### config.mk
export PLATFORM = sky130hd
export DESIGN_NAME = vcg_track_div
export DESIGN_NICKNAME = d
export VERILOG_FILES = /design/src/sv/vcg_pkg.sv /design/src/sv/vcg_track_div.sv
export SDC_FILE = /design/constraint.sdc
export NUM_CORES = 2
export LEC_CHECK = 0
export BUFFER_PORTS_ARGS = -buffer_cell sky130_fd_sc_hd__buf_2
export CORE_AREA = 2 2 238 240
export CTS_CLUSTER_SIZE = 20
export DETAILED_ROUTE_END_ITERATION = 12
export DIE_AREA = 0 0 240 242
export GPL_ROUTABILITY_DRIVEN = 0
export PLACE_DENSITY = 0.69
export SYNTH_ARGS = -nofsm -noshare
export SYNTH_HDL_FRONTEND = slang
export SYNTH_SLANG_ARGS = --single-unit
### constraint.sdc
create_clock -name i_clk -period 7.8 [get_ports i_clk]
set_clock_uncertainty 0.1 [all_clocks]
set_input_delay 1.56 -clock i_clk [delete_from_list [all_inputs] [get_ports i_clk]]
set_output_delay 1.56 -clock i_clk [all_outputs]
set_load 0.03 [all_outputs]
### src/sv/vcg_pkg.sv
// vcg_pkg: shared constants, widths and reciprocal tables for the vhd chs geometry unit
// no dependencies; used by vcg_track_div and vhd_chs_geometry_unit

package vcg_pkg;

    // field widths
    localparam int SIZE_W   = 64;
    localparam int CYL_W    = 16;
    localparam int HEADS_W  = 5;
    localparam int SPT_W    = 6;
    localparam int PACK_W   = 32;

    // sector count after clamping fits in 28 bits
    localparam int SECT_SHIFT = 9;
    localparam int SECT_FULL_W = SIZE_W - SECT_SHIFT;
    localparam int SECT_W   = 28;
    localparam logic [SECT_FULL_W-1:0] MAX_SECTORS = 55'd65535 * 55'd16 * 55'd255;

    // track counts for any sectors per track fit in 24 bits
    localparam int TRK_W    = 24;

    // ceil division by a constant: quotient = (num * recip) >> RECIP_SHIFT, exact for num < 2^28
    localparam int RECIP_SHIFT = 34;
    localparam int RECIP_W  = 30;
    localparam int PROD_W   = SECT_W + RECIP_W;
    localparam logic [RECIP_W-1:0] RECIP_17 = RECIP_W'(((64'd1 << 34) + 64'd16) / 64'd17);
    localparam logic [RECIP_W-1:0] RECIP_31 = RECIP_W'(((64'd1 << 34) + 64'd30) / 64'd31);
    localparam logic [RECIP_W-1:0] RECIP_63 = RECIP_W'(((64'd1 << 34) + 64'd62) / 64'd63);

    // sectors per track choices
    localparam logic [SPT_W-1:0] SPT_17 = 6'd17;
    localparam logic [SPT_W-1:0] SPT_31 = 6'd31;
    localparam logic [SPT_W-1:0] SPT_63 = 6'd63;

    // head limits and track rounding
    localparam int HEAD_SHIFT = 10;
    localparam int HCALC_W  = TRK_W + 1 - HEAD_SHIFT;
    localparam logic [HEADS_W-1:0] HEADS_MIN = 5'd4;
    localparam logic [HEADS_W-1:0] HEADS_MAX = 5'd16;
    localparam logic [TRK_W:0] TRK_ROUND = 25'd1023;
    localparam logic [TRK_W-1:0] TRK_LIMIT_16 = 24'd16384;

    // small divide of tracks by heads 4..16: (trk * recip) >> HDIV_SHIFT, exact for trk < 2^14
    localparam int HDIV_NUM_W = 14;
    localparam int HDIV_SHIFT = 20;
    localparam int HDIV_RECIP_W = 19;
    localparam int HDIV_PROD_W = HDIV_NUM_W + HDIV_RECIP_W;
    localparam int HDIV_Q_W = HDIV_PROD_W - HDIV_SHIFT;

    localparam logic [CYL_W-1:0] CYL_MAX = 16'hFFFF;

    // reciprocal of the head count, rounded up
    function automatic logic [HDIV_RECIP_W-1:0] head_recip(input logic [HEADS_W-1:0] h);
        logic [HDIV_RECIP_W-1:0] r;
        unique case (h)
            5'd4:    r = 19'(((32'd1 << 20) + 32'd3)  / 32'd4);
            5'd5:    r = 19'(((32'd1 << 20) + 32'd4)  / 32'd5);
            5'd6:    r = 19'(((32'd1 << 20) + 32'd5)  / 32'd6);
            5'd7:    r = 19'(((32'd1 << 20) + 32'd6)  / 32'd7);
            5'd8:    r = 19'(((32'd1 << 20) + 32'd7)  / 32'd8);
            5'd9:    r = 19'(((32'd1 << 20) + 32'd8)  / 32'd9);
            5'd10:   r = 19'(((32'd1 << 20) + 32'd9)  / 32'd10);
            5'd11:   r = 19'(((32'd1 << 20) + 32'd10) / 32'd11);
            5'd12:   r = 19'(((32'd1 << 20) + 32'd11) / 32'd12);
            5'd13:   r = 19'(((32'd1 << 20) + 32'd12) / 32'd13);
            5'd14:   r = 19'(((32'd1 << 20) + 32'd13) / 32'd14);
            5'd15:   r = 19'(((32'd1 << 20) + 32'd14) / 32'd15);
            5'd16:   r = 19'(((32'd1 << 20) + 32'd15) / 32'd16);
            default: r = '0;
        endcase
        return r;
    endfunction

endpackage

### src/sv/vcg_track_div.sv
// vcg_track_div: one pipeline stage dividing a sector count by a constant via reciprocal
// depends on vcg_pkg for widths and the reciprocal shift

module vcg_track_div (
    input  logic                            i_clk,
    input  logic [vcg_pkg::SECT_W-1:0]      i_num,
    input  logic [vcg_pkg::RECIP_W-1:0]     i_recip,
    output logic [vcg_pkg::TRK_W-1:0]       o_quot
);

    logic [vcg_pkg::PROD_W-1:0] n_prod;
    logic [vcg_pkg::TRK_W-1:0]  r_quot;

    // multiply by the reciprocal, keep the integer part
    assign n_prod = vcg_pkg::PROD_W'(i_num) * vcg_pkg::PROD_W'(i_recip);

    always_ff @(posedge i_clk) begin
        r_quot <= n_prod[vcg_pkg::RECIP_SHIFT +: vcg_pkg::TRK_W];
    end

    assign o_quot = r_quot;

endmodule
## Word level (Yosys, flattened, before mapping)

Index checks and enable logic that the tools add are counted.

- Bits of input ports: 59
- Word-level logic and storage cells: 2
- Bits in registers: 24
- Output and inout port bits: 24

- Multipliers: 1

Operators by type and width:

| cell | number |
|---|---|
| $mul A28 B30 Y58 | 1 |

## Longest topological paths before layout

- Word-level depth: 1
- Depth in mapped cells: 27
- Gate-level depth less buffers: 24

## Worst setup path after synthesis

OpenSTA, ideal clock, no wires.

- Kind: input -> register
- Start point: in i_recip[27] in the netlist's numbering
- End point: reg r_quot (netlist bit o_quot[23])
- Stages on the path: 24
- Path buffers: 2
- Arrival time: 7.719 ns
- Library setup time: 0.072 ns
- Setup slack: -0.091 ns
- Data required time: 7.628 ns
- Cell sequence: clkbuf_1 -> clkbuf_1 -> nand2_1 -> fa_1 -> inv_1 -> fa_1 -> inv_1 -> fa_1 -> fa_1 -> inv_1 -> fa_1 -> fa_1 -> inv_1 -> fa_1 -> inv_1 -> ha_1 -> a21o_1 -> a21o_1 -> a221oi_2 -> o21ai_2 -> a2111oi_4 -> o41ai_2 -> a31oi_1 -> xnor2_1

- Longest elaborated chain between the ends: 1

RTL lines:

| what | RTL line | RTL |
|---|---|---|
| start: declaration | vcg_track_div.sv:7 | `input logic [vcg_pkg::RECIP_W-1:0] i_recip,` |
| $mul A28 B30 Y58 | vcg_track_div.sv:15 | `assign n_prod = vcg_pkg::PROD_W'(i_num) * vcg_pkg::PROD_W'(i_recip);` |
| net n_prod, one bit | vcg_track_div.sv:11 | `logic [vcg_pkg::PROD_W-1:0] n_prod;` |
| end signal: assignment | vcg_track_div.sv:18 | `r_quot <= n_prod[vcg_pkg::RECIP_SHIFT +: vcg_pkg::TRK_W];` |
| end: declaration | vcg_track_div.sv:12 | `logic [vcg_pkg::TRK_W-1:0] r_quot;` |

The timed path passes the listed nets, and every way through them passes these cells.

## Worst setup path in the final report

- Start point: in i_num[7] in the netlist's numbering
- End point: reg r_quot (netlist bit o_quot[20])

- Longest elaborated chain between the ends: 1

RTL lines:

| what | RTL line | RTL |
|---|---|---|
| start: declaration | vcg_track_div.sv:6 | `input logic [vcg_pkg::SECT_W-1:0] i_num,` |
| $mul A28 B30 Y58 | vcg_track_div.sv:15 |  |
| net n_prod, one bit | vcg_track_div.sv:11 |  |

The timed path passes the listed nets, and every way through them passes these cells.

==> run_results.csv <==
group,metric,value,unit
cells_and_area,final_common_cell,"inv_1",
detailed_routing,drt_iter0_markers,1137,
yosys,yosysUniqueCellTypes,53,
place,postPlaceCellArea,0.0301,sq mm
worst_hold_path,min_path_type,"reg2out",
yosys,netlist_instances,3116,
clock_tree,numCtsBuffers,3,
cells_and_area,largest_reg_flops,24,
cells_and_area,n_fill_cell,4977,
sta,whs,2180,ps
floorplan,fp.dieH,242,um
cells_and_area,fin_area,0.0314,sq mm
cells_and_area,antenna_cells,0,
setup_path,critPathLaunchType,"input pin",
yosys,synthXorXnorAreaFrac,0.892,%
clock_tree,cts.sinks,24,
worst_hold_path,min_from,"o_quot[1]",
yosys,yosys.area_share.simple,17.4,%
sta,worstMarginPinSlew,558,ps
cells_and_area,syn_to_final_growth,14.2,%
setup_path,critPathRequiredTime,7840,ps
floorplan,coreArea,0.0557,sq mm
floorplan,ios,83,
grt,grt_pass1_wl,114,mm
setup_path,cp_max_fo,15,
sta,fin_crit,7760,ps
setup_path,startpoint,"i_num[7]",
yosys,synth_top_cell_by_area,"fa_1",
detailed_routing,vias_per_cell,5.04,
yosys,yosys_warnings,0,
sta,hold_viol,0,
yosys,synth_top_family_by_area,"adder cells",
sta,fin_ws,39.7,ps
detailed_routing,wirelength,69.5,mm
setup_path,cp.arrival,7800,ps
yosys,synth_area_leaders,"fa_1 (53%), inv_1 (12%), and2_1 (9.9%)",
yosys,syn-cell-area,0.0275,sq mm
sta,rsz0062_at_grt,"yes",
cells_and_area,final_nets,4261,
grt,grt_max_degree,30,
yosys,synth_compound_gate_area_share,3.71,%
floorplan,num_rows,87,
place,io_buffers,82,
clock_tree,htreeDepth,1,
yosys,ys_ff_latch,24,
yosys,syn-num-nets,4108,
sta,slew_viol_final,0,
yosys,synth.avg_cell_area,8.82,sq um
detailed_routing,drc,0,
yosys,synth_top_area_share,52.8,%
yosys,synthAdderAreaFrac,62.3,%
job,drv_cap,0,
sta,min_period_over_period,99.5,%
place,dp_hpwl,60.6,mm
yosys,synthMuxAreaShare,0,%
grt,antenna_found_initial,0,
clock_tree,cts_tree,"built",
clock_tree,clk_path_buf_depth,2,
run_status,status,"finished clean",
detailed_routing,ant_nets,0,
setup_path,path_class,"in2reg",
setup_path,crit_path_end_kind,"flop",
cells_and_area,drive_above_1_share,14.0,%
grt,grt_pass1_vias,22200,
sta,setup_viol,0,
cells_and_area,final_cell_mix,"inv_1 (831), fa_1 (695), nand2_1 (441)",
clock_tree,path_clk_slew,70,ps
floorplan,start_util,49.3,%
sta,fmax,0.129,GHz
yosys,seq_area_frac_synth,1.75,%
detailed_routing,post_drt_wl_per_cell,17.3,um
floorplan,die-width,240,um
place,dpl_worst_slack,-584,ps
clock_tree,cts_root_buffer,"clkbuf_16",
cells_and_area,utilization,56.3,%
floorplan,dieArea,0.0581,sq mm
grt,grt-ovfl-total,0,
detailed_routing,num_vias,20300,
detailed_routing,drtPass1Iterations,5,
grt,track_usage,24.9,%
sta,maxSlewHeadroom,62.8,%
-- cells by family after synthesis --
group	after synthesis
XOR/XNOR	28
flip-flops	24
AND/OR/NAND/NOR	952
buffers and inverters	1025
AO/OA/AOI/OAI	154
adder cells (fa/ha/maj)	933
-- cell usage after synthesis, drive strengths merged --
master / instances
inv: 844
fa: 725
nand2: 446
and2: 433
ha: 208
clkbuf: 179
a21oi: 51
o21ai: 36
nor2: 26
dfxtp: 24
xnor2: 23
a21o: 13
nand3: 13
nand4: 13
a31oi: 9
a211oi: 7
nor3: 7
o21bai: 7
o211ai: 6
and3: 5
xor2: 5
o2111ai: 4
o21a: 4
a2111oi: 3
a21boi: 3
a41oi: 3
nor2b: 3
a221oi: 2
and4: 2
buf: 2
o41ai: 2
a22oi: 1
a311oi: 1
nand2b: 1
nor4: 1
o311ai: 1
o31ai: 1
or3: 1
or4: 1
-- area by class of cell --
type                            instances  area [sq um]  share of cell area [%]
Clock buffer                            3          75.1                   0.239
Clock inverter                          1          30.0                  0.0957
Inverter                              844          3170                    10.1
Multi-Input combinational cell       2067         23800                    75.7
Sequential cell                        24           480                    1.53
Tap cell                              756           946                    3.01
Timing Repair Buffer                  329          2920                    9.29
-- path summary, 6_finish.rpt --
| path | depth (start not counted) | end | slack [ps] |
|---|---|---|---|
| worst max-delay path | 24 | o_quot[20] | 40 |
| worst min-delay path | 1 | o_quot[1] | 2180 |
-- critical path, cell delays in order --
cell and delay (ps):
buf_8 130, buf_4 150, and2_4 160, fa_1 540, inv_1 50, fa_1 510
fa_1 440, fa_1 520, inv_1 50, fa_1 480, fa_1 550, inv_1 70
fa_1 480, inv_1 60, ha_4 320, nand2_8 80, o211ai_1 310, a311oi_2 100
a211oi_2 230, buf_4 170, nor2_4 40, o311ai_4 410, a31oi_2 190, xnor2_2 180
-- layer usage --
layer  vias to the layer above  wire length (um)  GRT usage [%]  share of wire, %
li1                       9141                 -              -                 -
met3                       123              3290           2.16               4.7
met4                         0              2150           6.36               3.1
met1                     10400             27200           31.8                39
met2                       577             36900           45.3                53
met5                         -                 0              0                 0
-- per-stage QoR --
step / TNS, ps / cells
finish: 0 / 4024
global route: -733 / 4024
CTS: -8.77 / 4009
detailed placement: -9500 / 4002
global placement: -8670 / 4002
floorplan: -3.83 / 3116
-- repair_timing --
action	4_1_cts	5_1_grt
hold buffers	0	0
resized for setup	65	192
setup buffers	3	11
setup endpoints to repair	21	21
pin swaps	20	87
gates cloned	0	4
Power is not shown: default switching activity piles up to over one toggle a cycle in this logic, so the estimate is an artifact.
